### src/rtl/bpp_pkg.sv
package bpp_pkg;

  localparam int unsigned STEP_DEPTH = 16;

  localparam int unsigned TickW   = 10;
  localparam int unsigned DurW    = 16;
  localparam int unsigned ElapsedW = 17;

  localparam logic [TickW-1:0] TICK_PERIOD_RST = TickW'(10);

  localparam logic [1:0] REQ_TICK  = 2'd0;
  localparam logic [1:0] REQ_PLAY  = 2'd1;
  localparam logic [1:0] REQ_STOP  = 2'd2;
  localparam logic [1:0] REQ_WRITE = 2'd3;

  typedef struct packed {
    logic            on;
    logic [DurW-1:0] duration;
  } step_entry_t;

  typedef struct packed {
    logic [1:0]      req_type;
    logic [3:0]      entry_addr;
    logic            entry_on;
    logic [DurW-1:0] entry_duration;
    logic [3:0]      play_base;
    logic [4:0]      play_length;
    logic [7:0]      play_repeat;
    logic [1:0]      play_priority;
  } req_item_t;

  typedef struct packed {
    logic buzzer_on;
    logic is_idle;
    logic play_taken;
  } rsp_item_t;

  typedef struct packed {
    logic        en;
    logic [3:0]  addr;
    step_entry_t entry;
  } store_wr_t;

endpackage

### src/rtl/bpp_if.sv
interface bpp_req_if;
  logic       valid;
  logic       ready;
  logic [1:0] req_type;
  logic [3:0] entry_addr;
  logic       entry_on;
  logic [15:0] entry_duration;
  logic [3:0] play_base;
  logic [4:0] play_length;
  logic [7:0] play_repeat;
  logic [1:0] play_priority;

  modport source (
    output valid, req_type, entry_addr, entry_on, entry_duration,
           play_base, play_length, play_repeat, play_priority,
    input  ready
  );
  modport sink (
    input  valid, req_type, entry_addr, entry_on, entry_duration,
           play_base, play_length, play_repeat, play_priority,
    output ready
  );
endinterface

interface bpp_rsp_if;
  logic valid;
  logic ready;
  logic buzzer_on;
  logic is_idle;
  logic play_taken;

  modport source (
    output valid, buzzer_on, is_idle, play_taken,
    input  ready
  );
  modport sink (
    input  valid, buzzer_on, is_idle, play_taken,
    output ready
  );
endinterface

### src/rtl/bpp_step_store.sv
module bpp_step_store #(
  parameter int unsigned STEP_DEPTH = bpp_pkg::STEP_DEPTH
) (
  input  logic                  clk_i,
  input  bpp_pkg::store_wr_t    wr_i,
  input  logic [5:0]            dur_addr_i,
  output logic [bpp_pkg::DurW-1:0] dur_o,
  input  logic [5:0]            lvl_addr_i,
  output logic                  lvl_o
);

  localparam int unsigned AddrW = (STEP_DEPTH > 1) ? $clog2(STEP_DEPTH) : 1;

  // Linear addresses stay below 64, so the wrap is a small constant table.
  logic [AddrW-1:0] wrap_lut [64];
  bpp_pkg::step_entry_t mem_q [STEP_DEPTH];

  for (genvar g = 0; g < 64; g++) begin : g_wrap
    assign wrap_lut[g] = AddrW'(g % STEP_DEPTH);
  end

  always_ff @(posedge clk_i) begin
    if (wr_i.en) begin
      mem_q[wrap_lut[{2'b00, wr_i.addr}]] <= wr_i.entry;
    end
  end

  assign dur_o = mem_q[wrap_lut[dur_addr_i]].duration;
  assign lvl_o = mem_q[wrap_lut[lvl_addr_i]].on;

endmodule

### src/rtl/bpp_player.sv
module bpp_player (
  input  logic                      clk_i,
  input  logic                      rst_ni,
  input  logic                      fire_i,
  input  bpp_pkg::req_item_t        item_i,
  input  logic [bpp_pkg::TickW-1:0] tick_period_i,
  output bpp_pkg::store_wr_t        wr_o,
  output logic [5:0]                dur_addr_o,
  input  logic [bpp_pkg::DurW-1:0]  dur_i,
  output logic [5:0]                lvl_addr_o,
  input  logic                      lvl_i,
  output bpp_pkg::rsp_item_t        rsp_o
);

  logic                          playing_q, playing_d;
  logic [3:0]                    base_q, base_d;
  logic [4:0]                    len_q, len_d;
  logic [4:0]                    pos_q, pos_d;
  logic [bpp_pkg::ElapsedW-1:0]  elapsed_q, elapsed_d;
  logic [7:0]                    rounds_q, rounds_d;
  logic [1:0]                    prio_q, prio_d;
  logic                          drive_q, drive_d;

  logic                          taken;
  logic [3:0]                    lvl_base;
  logic [4:0]                    lvl_pos;
  logic [4:0]                    pos_inc;
  logic [bpp_pkg::ElapsedW-1:0]  el_sum;

  assign pos_inc    = pos_q + 5'd1;
  assign el_sum     = elapsed_q + bpp_pkg::ElapsedW'(tick_period_i);
  assign dur_addr_o = {2'b00, base_q} + {1'b0, pos_q};
  assign lvl_addr_o = {2'b00, lvl_base} + {1'b0, lvl_pos};

  assign wr_o.en             = fire_i && (item_i.req_type == bpp_pkg::REQ_WRITE);
  assign wr_o.addr           = item_i.entry_addr;
  assign wr_o.entry.on       = item_i.entry_on;
  assign wr_o.entry.duration = item_i.entry_duration;

  always_comb begin
    playing_d = playing_q;
    base_d    = base_q;
    len_d     = len_q;
    pos_d     = pos_q;
    elapsed_d = elapsed_q;
    rounds_d  = rounds_q;
    prio_d    = prio_q;
    drive_d   = drive_q;
    taken     = 1'b0;
    lvl_base  = base_q;
    // next level comes from the following step, or step zero on wrap
    lvl_pos   = (pos_inc < len_q) ? pos_inc : 5'd0;
    case (item_i.req_type)
      bpp_pkg::REQ_TICK: begin
        if (playing_q) begin
          if (dur_i == '0) begin
            // skip step without timing
            pos_d = pos_inc;
            if (pos_inc >= len_q) begin
              playing_d = 1'b0;
              drive_d   = 1'b0;
            end else begin
              drive_d = lvl_i;
            end
          end else if (el_sum < {1'b0, dur_i}) begin
            elapsed_d = el_sum;
          end else begin
            elapsed_d = '0;
            if (pos_inc < len_q) begin
              pos_d   = pos_inc;
              drive_d = lvl_i;
            end else if (rounds_q == '0) begin
              pos_d   = '0;
              drive_d = lvl_i;
            end else begin
              rounds_d = rounds_q - 8'd1;
              if (rounds_q != 8'd1) begin
                pos_d   = '0;
                drive_d = lvl_i;
              end else begin
                pos_d     = pos_inc;
                playing_d = 1'b0;
                drive_d   = 1'b0;
              end
            end
          end
        end
      end
      bpp_pkg::REQ_PLAY: begin
        lvl_base = item_i.play_base;
        lvl_pos  = 5'd0;
        if ((item_i.play_length != '0) &&
            (!playing_q || (item_i.play_priority >= prio_q))) begin
          base_d    = item_i.play_base;
          len_d     = item_i.play_length;
          pos_d     = '0;
          elapsed_d = '0;
          rounds_d  = item_i.play_repeat;
          prio_d    = item_i.play_priority;
          playing_d = 1'b1;
          drive_d   = lvl_i;
          taken     = 1'b1;
        end
      end
      bpp_pkg::REQ_STOP: begin
        playing_d = 1'b0;
        drive_d   = 1'b0;
        prio_d    = '0;
      end
      bpp_pkg::REQ_WRITE: begin
      end
      default: begin
      end
    endcase
  end

  assign rsp_o.buzzer_on  = drive_d;
  assign rsp_o.is_idle    = !playing_d;
  assign rsp_o.play_taken = taken;

  always_ff @(posedge clk_i or negedge rst_ni) begin
    if (!rst_ni) begin
      playing_q <= 1'b0;
      base_q    <= '0;
      len_q     <= '0;
      pos_q     <= '0;
      elapsed_q <= '0;
      rounds_q  <= '0;
      prio_q    <= '0;
      drive_q   <= 1'b0;
    end else if (fire_i) begin
      playing_q <= playing_d;
      base_q    <= base_d;
      len_q     <= len_d;
      pos_q     <= pos_d;
      elapsed_q <= elapsed_d;
      rounds_q  <= rounds_d;
      prio_q    <= prio_d;
      drive_q   <= drive_d;
    end
  end

endmodule

### src/rtl/priority_beep_pattern_player_core.sv
// Channel   Dir   Handshake            Carries
// req_i     in    valid/ready          tick, play, stop or step-store write request
// rsp_o     out   valid/ready          buzzer level, idle flag, play-taken flag
// cfg       in    cfg_we_i/cfg_data_i  tick period in ms
//
// One request per cycle sustained while rsp_o is not stalled; a response passes through
// the input register, then the result register, after its request is accepted.
// The player state and the step-store read/update sit between those two registers.
// Reset clears the control state and sets the tick period to 10 ms; the step store
// holds garbage until written and has no clearing pass.
// A stalled rsp_o holds its result; one more request waits in the input register,
// after which req_i.ready drops.
module priority_beep_pattern_player_core #(
  parameter int unsigned STEP_DEPTH = bpp_pkg::STEP_DEPTH
) (
  input  logic                      clk_i,
  input  logic                      rst_ni,
  bpp_req_if.sink                   req_i,
  bpp_rsp_if.source                 rsp_o,
  input  logic                      cfg_we_i,
  input  logic [bpp_pkg::TickW-1:0] cfg_data_i
);

  logic [bpp_pkg::TickW-1:0] tick_period_q;
  logic                      in_vld_q;
  bpp_pkg::req_item_t        item_q;
  logic                      out_vld_q;
  bpp_pkg::rsp_item_t        rsp_q;
  bpp_pkg::rsp_item_t        rsp_d;
  logic                      advance;
  bpp_pkg::store_wr_t        store_wr;
  logic [5:0]                dur_addr;
  logic [bpp_pkg::DurW-1:0]  dur_rd;
  logic [5:0]                lvl_addr;
  logic                      lvl_rd;

  assign advance     = in_vld_q && (!out_vld_q || rsp_o.ready);
  assign req_i.ready = !in_vld_q || advance;

  always_ff @(posedge clk_i or negedge rst_ni) begin
    if (!rst_ni) begin
      tick_period_q <= bpp_pkg::TICK_PERIOD_RST;
      in_vld_q      <= 1'b0;
      out_vld_q     <= 1'b0;
    end else begin
      if (cfg_we_i) begin
        tick_period_q <= cfg_data_i;
      end
      if (req_i.ready) begin
        in_vld_q <= req_i.valid;
      end
      if (advance) begin
        out_vld_q <= 1'b1;
      end else if (rsp_o.ready) begin
        out_vld_q <= 1'b0;
      end
    end
  end

  always_ff @(posedge clk_i) begin
    if (req_i.valid && req_i.ready) begin
      item_q.req_type       <= req_i.req_type;
      item_q.entry_addr     <= req_i.entry_addr;
      item_q.entry_on       <= req_i.entry_on;
      item_q.entry_duration <= req_i.entry_duration;
      item_q.play_base      <= req_i.play_base;
      item_q.play_length    <= req_i.play_length;
      item_q.play_repeat    <= req_i.play_repeat;
      item_q.play_priority  <= req_i.play_priority;
    end
    if (advance) begin
      rsp_q <= rsp_d;
    end
  end

  bpp_player u_player (
    .clk_i         (clk_i),
    .rst_ni        (rst_ni),
    .fire_i        (advance),
    .item_i        (item_q),
    .tick_period_i (tick_period_q),
    .wr_o          (store_wr),
    .dur_addr_o    (dur_addr),
    .dur_i         (dur_rd),
    .lvl_addr_o    (lvl_addr),
    .lvl_i         (lvl_rd),
    .rsp_o         (rsp_d)
  );

  bpp_step_store #(
    .STEP_DEPTH (STEP_DEPTH)
  ) u_store (
    .clk_i      (clk_i),
    .wr_i       (store_wr),
    .dur_addr_i (dur_addr),
    .dur_o      (dur_rd),
    .lvl_addr_i (lvl_addr),
    .lvl_o      (lvl_rd)
  );

  assign rsp_o.valid      = out_vld_q;
  assign rsp_o.buzzer_on  = rsp_q.buzzer_on;
  assign rsp_o.is_idle    = rsp_q.is_idle;
  assign rsp_o.play_taken = rsp_q.play_taken;

endmodule

### src/flat_wrapper.sv
// flat-port wrapper written by rule: the top's interface ports become plain ports
module priority_beep_pattern_player_core_flat 
#(
  parameter int unsigned STEP_DEPTH = bpp_pkg::STEP_DEPTH
)
  (clk_i, rst_ni, cfg_we_i, cfg_data_i, req_i_valid, req_i_req_type, req_i_entry_addr, req_i_entry_on, req_i_entry_duration, req_i_play_base, req_i_play_length, req_i_play_repeat, req_i_play_priority, req_i_ready, rsp_o_valid, rsp_o_buzzer_on, rsp_o_is_idle, rsp_o_play_taken, rsp_o_ready);
  bpp_req_if req_i_i ();
  bpp_rsp_if rsp_o_i ();
  input  logic clk_i;
  input  logic rst_ni;
  input  logic cfg_we_i;
  input  logic [bpp_pkg::TickW-1:0] cfg_data_i;
  input wire logic [$bits(req_i_i.valid)-1:0] req_i_valid;
  input wire logic [$bits(req_i_i.req_type)-1:0] req_i_req_type;
  input wire logic [$bits(req_i_i.entry_addr)-1:0] req_i_entry_addr;
  input wire logic [$bits(req_i_i.entry_on)-1:0] req_i_entry_on;
  input wire logic [$bits(req_i_i.entry_duration)-1:0] req_i_entry_duration;
  input wire logic [$bits(req_i_i.play_base)-1:0] req_i_play_base;
  input wire logic [$bits(req_i_i.play_length)-1:0] req_i_play_length;
  input wire logic [$bits(req_i_i.play_repeat)-1:0] req_i_play_repeat;
  input wire logic [$bits(req_i_i.play_priority)-1:0] req_i_play_priority;
  output wire logic [$bits(req_i_i.ready)-1:0] req_i_ready;
  output wire logic [$bits(rsp_o_i.valid)-1:0] rsp_o_valid;
  output wire logic [$bits(rsp_o_i.buzzer_on)-1:0] rsp_o_buzzer_on;
  output wire logic [$bits(rsp_o_i.is_idle)-1:0] rsp_o_is_idle;
  output wire logic [$bits(rsp_o_i.play_taken)-1:0] rsp_o_play_taken;
  input wire logic [$bits(rsp_o_i.ready)-1:0] rsp_o_ready;
  assign req_i_i.valid = req_i_valid;
  assign req_i_i.req_type = req_i_req_type;
  assign req_i_i.entry_addr = req_i_entry_addr;
  assign req_i_i.entry_on = req_i_entry_on;
  assign req_i_i.entry_duration = req_i_entry_duration;
  assign req_i_i.play_base = req_i_play_base;
  assign req_i_i.play_length = req_i_play_length;
  assign req_i_i.play_repeat = req_i_play_repeat;
  assign req_i_i.play_priority = req_i_play_priority;
  assign req_i_ready = req_i_i.ready;
  assign rsp_o_valid = rsp_o_i.valid;
  assign rsp_o_buzzer_on = rsp_o_i.buzzer_on;
  assign rsp_o_is_idle = rsp_o_i.is_idle;
  assign rsp_o_play_taken = rsp_o_i.play_taken;
  assign rsp_o_i.ready = rsp_o_ready;
  priority_beep_pattern_player_core #(.STEP_DEPTH(STEP_DEPTH)) u_core (.clk_i(clk_i), .rst_ni(rst_ni), .req_i(req_i_i), .rsp_o(rsp_o_i), .cfg_we_i(cfg_we_i), .cfg_data_i(cfg_data_i));
endmodule
### config.mk
export PLATFORM = sky130hd
export DESIGN_NAME = priority_beep_pattern_player_core_flat
export DESIGN_NICKNAME = d
export VERILOG_FILES = /design/src/rtl/bpp_pkg.sv /design/src/rtl/bpp_if.sv /design/src/rtl/bpp_step_store.sv /design/src/rtl/bpp_player.sv /design/src/rtl/priority_beep_pattern_player_core.sv /design/src/flat_wrapper.sv
export SDC_FILE = /design/constraint.sdc
export NUM_CORES = 1
export LEC_CHECK = 0
export ABC_AREA = 1
export BUFFER_PORTS_ARGS = -buffer_cell sky130_fd_sc_hd__buf_2
export CAP_MARGIN = 20
export CORE_MARGIN = 2
export CORE_UTILIZATION = 45
export CTS_CLUSTER_SIZE = 30
export DETAILED_ROUTE_END_ITERATION = 12
export PLACE_DENSITY_LB_ADDON = 0.12
export SLEW_MARGIN = 5
export SYNTH_ARGS = -nofsm -noshare
export SYNTH_HDL_FRONTEND = slang
export SYNTH_SLANG_ARGS = --single-unit
export TNS_END_PERCENT = 30
### constraint.sdc
create_clock -name clk_i -period 7.7 [get_ports clk_i]
set_input_delay 2.31 -clock clk_i [delete_from_list [all_inputs] [get_ports clk_i]]
set_output_delay 2.31 -clock clk_i [all_outputs]
set_load 0.01 [all_outputs]
### Word-level counts from Yosys, hierarchy flattened

Memory sizes are Yosys's and may differ from the RTL's.
Index checks and enable logic that the tools add are counted.

| storage, ports and cells | value |
|---|---|
| output and inout bits | 5 |
| memories kept | 4 |
| word-level logic and storage cells | 129 |
| bits in read-only memories | 768 |
| register bits | 100 |
| RAM bits | 272 |
| bits of input ports | 57 |

| operators by class | value |
|---|---|
| mux-type cells | 54 |
| bitwise gates (word level) | 3 |
| $add $sub $neg | 5 |
| equality and inequality tests | 11 |
| $lt $le $gt $ge | 7 |
| reductions and logical operators | 23 |

Memories:

| memory | words | width | rd ports | clocked after memory_dff | write ports | RTL line | RTL |
|---|---|---|---|---|---|---|---|
| u_core.u_store.mem_q | 16 | 17 | 2 | 0 | 1 | bpp_step_store.sv:16 | `bpp_pkg::step_entry_t mem_q [STEP_DEPTH];` |
| (no name shown) | 64 | 4 | 1 | 0 | 0 | bpp_step_store.sv:29 | `assign lvl_o = mem_q[wrap_lut[lvl_addr_i]].on;` |
| (no name shown) | 64 | 4 | 1 | 0 | 0 | bpp_step_store.sv:28 | `assign dur_o = mem_q[wrap_lut[dur_addr_i]].duration;` |
| (no name shown) | 64 | 4 | 1 | 0 | 0 | bpp_step_store.sv:24 | `mem_q[wrap_lut[{2'b00, wr_i.addr}]] <= wr_i.entry;` |

Operator list:

| kind | count |
|---|---|
| 2-to-1 mux 17 bit | 4 |
| 2-to-1 mux 8 bit | 6 |
| 2-to-1 mux 5 bit | 9 |
| case mux 17 bit (2 select lines) | 1 |
| 2-to-1 mux 4 bit | 7 |
| >= comparator 7 bit (second input constant) | 3 |
| 2-to-1 mux 1 bit | 21 |
| adder 17 x 10 -> 17 bit | 1 |
| < comparator 17 x 16 -> 1 bit | 1 |
| zero test 16 bit | 1 |
| case mux 8 bit (2 select lines) | 1 |
| inverter 6 -> 7 bit | 2 |
| adder 4 x 5 -> 6 bit | 2 |
| inequality test 2 bit (second input constant) | 6 |
| case mux 5 bit (2 select lines) | 1 |
| AND reduction 5 bit | 2 |
| zero test 8 bit | 1 |
| inequality test 8 x 1 -> 1 bit (second input constant) | 1 |
| AND reduction 8 bit | 1 |
| subtractor 8 x 1 -> 8 bit (second input constant) | 1 |
| inverter 4 -> 7 bit | 1 |
| case mux 1 bit (3 select lines) | 2 |
| AND reduction 3 bit | 2 |
| nonzero test 2 bit | 3 |
| other kinds (14) | 23 |

### Logic depth before layout (Yosys ltp)

An unclocked memory read counts as a cell.

| depth | value |
|---|---|
| word-level depth | 17 |
| gate-level depth with buffers | 27 |
| depth with buffers taken out | 26 |

### By module

Synthesis repeated with hierarchy kept, for this count alone.

| second synthesis, totals | value |
|---|---|
| cells, all modules | 1779 |
| area total of the unflattened synthesis | 17638.2 sq um |

Modules (own cells, without submodules):

| module | area each (sq um) | instances | sequential area each (sq um) | cells each |
|---|---|---|---|---|
| bpp_step_store | 11738.8 | 1 | 8167.8 | 1125 |
| bpp_player | 4020.1 | 1 | 1076.0 | 555 |
| priority_beep_pattern_player_core | 1879.3 | 1 | 1654.1 | 99 |

### Worst setup path after synthesis

OpenSTA, ideal clock, no wires.

| timing | value |
|---|---|
| path type | input -> output |
| start point | in rsp_o_ready |
| end point | out req_i_ready |
| buffers on the path | 0 |
| data arrival time | 2.494 ns |
| stages on the path | 2 |
| slack | 2.896 ns |
| data required time | 5.390 ns |
| cell sequence | inv_1 nand3_1 |

| between the ends | value |
|---|---|
| word-level cells in the longest chain between the ends | 3 |

Ends and longest elaborated chain:

| item | RTL line | RTL |
|---|---|---|
| start, declared | flat_wrapper.sv:27 | `input wire logic [$bits(rsp_o_i.ready)-1:0] rsp_o_ready;` |
| logical OR 1 bit | priority_beep_pattern_player_core.sv:37 | `assign advance = in_vld_q && (!out_vld_q \|\| rsp_o.ready);` |
| logical AND 1 bit | priority_beep_pattern_player_core.sv:37 |  |
| logical OR 1 bit | priority_beep_pattern_player_core.sv:38 | `assign req_i.ready = !in_vld_q \|\| advance;` |
| end, declared | flat_wrapper.sv:22 | `output wire logic [$bits(req_i_i.ready)-1:0] req_i_ready;` |

Every way passes these cells.

### Final worst setup path

| timing | value |
|---|---|
| start point | reg u_core.u_player.pos_q[0] |
| end point | reg u_core.u_player.rounds_q[5] |

| between the ends | value |
|---|---|
| word-level cells in the longest chain between the ends | 9 |
| elaborated cells on any way between the ends | 14 |
| those cells by class | add/sub: 2; order compare: 2; eq/ne: 3; mux: 2; bitwise: 1; reduce/logical: 2; memory: 2 |

Ends and longest elaborated chain:

| item | RTL line | RTL |
|---|---|---|
| start, declared | bpp_player.sv:18 | `logic [4:0] pos_q, pos_d;` |
| start signal, assigned | bpp_player.sv:135 | `pos_q <= pos_d;` |
| adder 4 x 5 -> 6 bit | bpp_player.sv:32 | `assign dur_addr_o = {2'b00, base_q} + {1'b0, pos_q};` |
| inverter 6 -> 7 bit (implied by the code) | bpp_step_store.sv:28 |  |
| memory (64 x 4 bit) | -- |  |
| 2-to-1 mux 4 bit (implied by the code) (2 in series) | bpp_step_store.sv:28 |  |
| memory (16 x 17 bit) | -- |  |
| < comparator 17 x 16 -> 1 bit or zero test 16 bit (tied branches) | bpp_player.sv:65, bpp_player.sv:56 |  |
| inequality test 2 bit (no source line) | -- |  |
| AND reduction 8 bit (no source line) * | -- |  |
| end signal, assigned | bpp_player.sv:137 | `rounds_q <= rounds_d;` |
| end, declared | bpp_player.sv:20 | `logic [7:0] rounds_q, rounds_d;` |

Every way passes the cells marked *; elsewhere a longest branch is shown, timed or not. The select of a mux whose other input is x is not followed.
A chain may end at the register's enable or synchronous reset.

==> metrics.cfg <==
[timing]
finalCritPeriodShare_pct = 67.4
rsz0062_at_grt = false
fin_skew_ns = 0.0139
hold_violations = 0
setup_viol = 0
worstMarginPinSlew_ns = 1.04
slew_viol_final = 0
tns_ns = 0
max_freq_ghz = 0.193
fin_crit_ns = 5.19
relSlewSlack_pct = 30.2

[routing]
wl_per_cell_um = 17.9
viasPerCell = 5.15
drtPass1Iterations = 7
drtAntennaViolNets = 0
dr.first_iter.drc_count = 912
drc = 0
routed_wl_um = 37600
num_vias = 10800

[worst_setup_path]
cp-start-kind = flop
required_ns = 8.16
worstPathArrival_ns = 5.65
reg2reg_depth = 22
crit_fanout = 64
cp-end-kind = flop
r2r_end = u_core.u_player.rounds_q[5]
r2r_slack_ns = 2.51
path_class = reg2reg
regToRegStartpoint = u_core.u_player.pos_q[0]

[cells_and_area]
final_common_cell = nand2_1
area_growth_pct = 12.4
drive_gt1_share_pct = 11.5
final_cell_mix = nand2_1, edfxtp_1, nor2_1
utilization_pct = 51.1
stdcell_count = 2105
n_antenna_cell = 0
nNetsFinal = 1706
postLayoutCellArea_um2 = 18600

[placed_design]
portBuffers = 61
globalplace.congestion = 0.815
dp_cells = 2030
place_hpwl_um = 22600
dpl_cell_area_um2 = 17400

[cts]
cts_hold_buf = 0
tritoncts = done
cts-root-buf = clkbuf_16
clockBufferDepth = 3
path_clk_slew_ns = 0.06
cts.sinks = 372
h-tree-depth = 2
ctsResizeCount = 0
cts_setup_buffers = 0
insertion_delay_ns = 0.54
cts_buffers = 40

[hold_path]
hold_depth = 2
worstHoldStart = u_core.u_player.len_q[4]
whs_endpoint = u_core.u_player.len_q[4]
hold_path.class = reg2reg

[logic_synthesis]
syn_area_um2 = 16600
ys_types = 47
async_reset_ff_share_pct = 14.8
synthFlopType = edfxtp_1
yosysSeqAreaShare_pct = 65.8
avgSynthCellArea_um2 = 10.8
syn_inst = 1536
synth_warnings = 0
ys_seq_elements = 372
synth_nets = 1637
synth_edf_count = 317

[power]
p_total_mw = 8.22
p_leak_nw = 7.50
vdd_drop_max_uv = 298
p_per_area_nw_per_um2 = 442

[floorplanning]
die_h_um = 196
die_width_um = 196
ios = 62
initial_core_util_pct = 45.5
core_area_um2 = 36400
rows = 70
die_area_um2 = 38400

[global_route]
antenna_found_initial = 0
grt_pass1_wl_um = 59300
overflow = 0
grt_pass1_vias = 10600
grt_max_degree = 70
grt.total_usage_pct = 20.2

[flow_run]
cap_violations = 0

[outcome]
status = finished, final reports clean

-- critical path, cell delays in order, from the launching register on --
cell and delay (ns):
dfrtp_1 0.47, ha_4 0.75, clkinv_2 0.89, buf_4 0.56
o21ai_0 0.19, o21ai_0 0.10, nand2_1 0.06, nand2_1 0.05
nand2_1 0.05, o21ai_1 0.15, inv_1 0.12, ha_1 0.24
a21oi_1 0.12, o21ai_0 0.11, a31oi_1 0.15, nand2_1 0.11
nand3_1 0.12, nand2_1 0.15, nor2_1 0.19, inv_1 0.10
nand3_4 0.18, nand2_1 0.08, o21ai_1 0.09
-- power by group --
part,internal [mW],switching [mW]
combinational,1.29,2.70
clock,1.02,0.775
sequential,2.32,0.118
total,4.63,3.59
-- synthesized netlist by cell type, types with 2 or more instances --
cell type | n | area (um^2)
xnor2_1 | 8 | 70.1
nand3_1 | 54 | 270
nor2_1 | 236 | 886
a21o_1 | 3 | 22.5
nand2_1 | 333 | 1250
ha_1 | 41 | 513
nor3_1 | 7 | 35.0
buf_4 | 10 | 75.1
o21ai_0 | 139 | 696
o21a_1 | 2 | 15.0
buf_6 | 7 | 78.8
inv_2 | 2 | 7.51
dfstp_2 | 2 | 52.6
a31oi_1 | 3 | 18.8
mux2i_1 | 7 | 70.1
o21ai_1 | 49 | 245
nor2_4 | 3 | 33.8
mux2_2 | 10 | 113
fa_1 | 3 | 60.1
inv_1 | 118 | 443
o22ai_1 | 21 | 131
dfrtp_1 | 53 | 1330
buf_2 | 13 | 65.1
clkbuf_1 | 29 | 109
xor2_1 | 14 | 123
o31ai_1 | 2 | 15.0
nand4_1 | 2 | 12.5
nand3b_1 | 2 | 15.0
edfxtp_1 | 317 | 9520
a21oi_1 | 29 | 145
-- cells by family after synthesis --
family | Yosys count | share of synthesized area (%)
compound gates | 253 | 8.02
xor+xnor | 23 | 1.26
fa+ha+maj | 44 | 3.46
buf+inv | 180 | 4.73
flops | 372 | 65.8
mux | 17 | 1.10
simple gates | 647 | 15.7
-- layer usage --
| metal | track usage [%] | share of wire (%) |
|---|---|---|
| met4 | 6.09 | 2.3 |
| met3 | 2.70 | 4.6 |
| met5 | 0 | 0 |
| met2 | 32.4 | 46 |
| met1 | 28.8 | 48 |
-- how the worst max path moves through the flow --
stage | start | to | slack (ns) | depth (start not counted)
final | u_core.u_player.pos_q[0] | u_core.u_player.rounds_q[5] | 2.51 | 22
after detailed placement | u_core.u_player.pos_q[0] | u_core.u_player.rounds_q[5] | 2.50 | 22
after floorplan | rsp_o_ready | req_i_ready | 2.90 | 2
after global routing | u_core.u_player.pos_q[0] | u_core.u_player.pos_q[2] | 1.89 | 22
after CTS | u_core.u_player.pos_q[0] | u_core.u_player.rounds_q[5] | 2.51 | 22
after global placement | rsp_o_ready | req_i_ready | 2.65 | 4
-- state kept, by name (all words and copies together) (netlist names), named ones only --
register	flops
u_core.rsp_o.valid	1
u_core.rsp_o.buzzer_on	1
u_core.u_store.mem_q	272
u_core.tick_period_q	10
u_core.u_player.rounds_q	8
u_core.u_player.prio_q	2
u_core.u_player.drive_q	1
u_core.item_q	42
u_core.u_player.len_q	5
u_core.u_player.base_q	4
u_core.u_player.pos_q	5
u_core.rsp_o.is_idle	1
u_core.u_player.elapsed_q	17
u_core.in_vld_q	1
u_core.rsp_o.play_taken	1
-- through the flow --
step	hold WS, ns	setup WS [ns]
final	0.485	2.51
after global routing	0.494	1.89
after CTS	0.489	2.51
after detailed placement	0.472	2.50
after global placement	0.469	2.65
after floorplan	0.453	2.90
-- final cells by class --
type | count | area (um^2)
Inverter | 121 | 457
Fill cell | 3278 | 17800
Clock buffer | 47 | 1060
Clock inverter | 27 | 156
Timing Repair Buffer | 86 | 505
Tap cell | 468 | 586
Multi-Input combinational cell | 984 | 4960
Sequential cell | 372 | 10900
No activity file was read; power rests on OpenSTA's default activity.
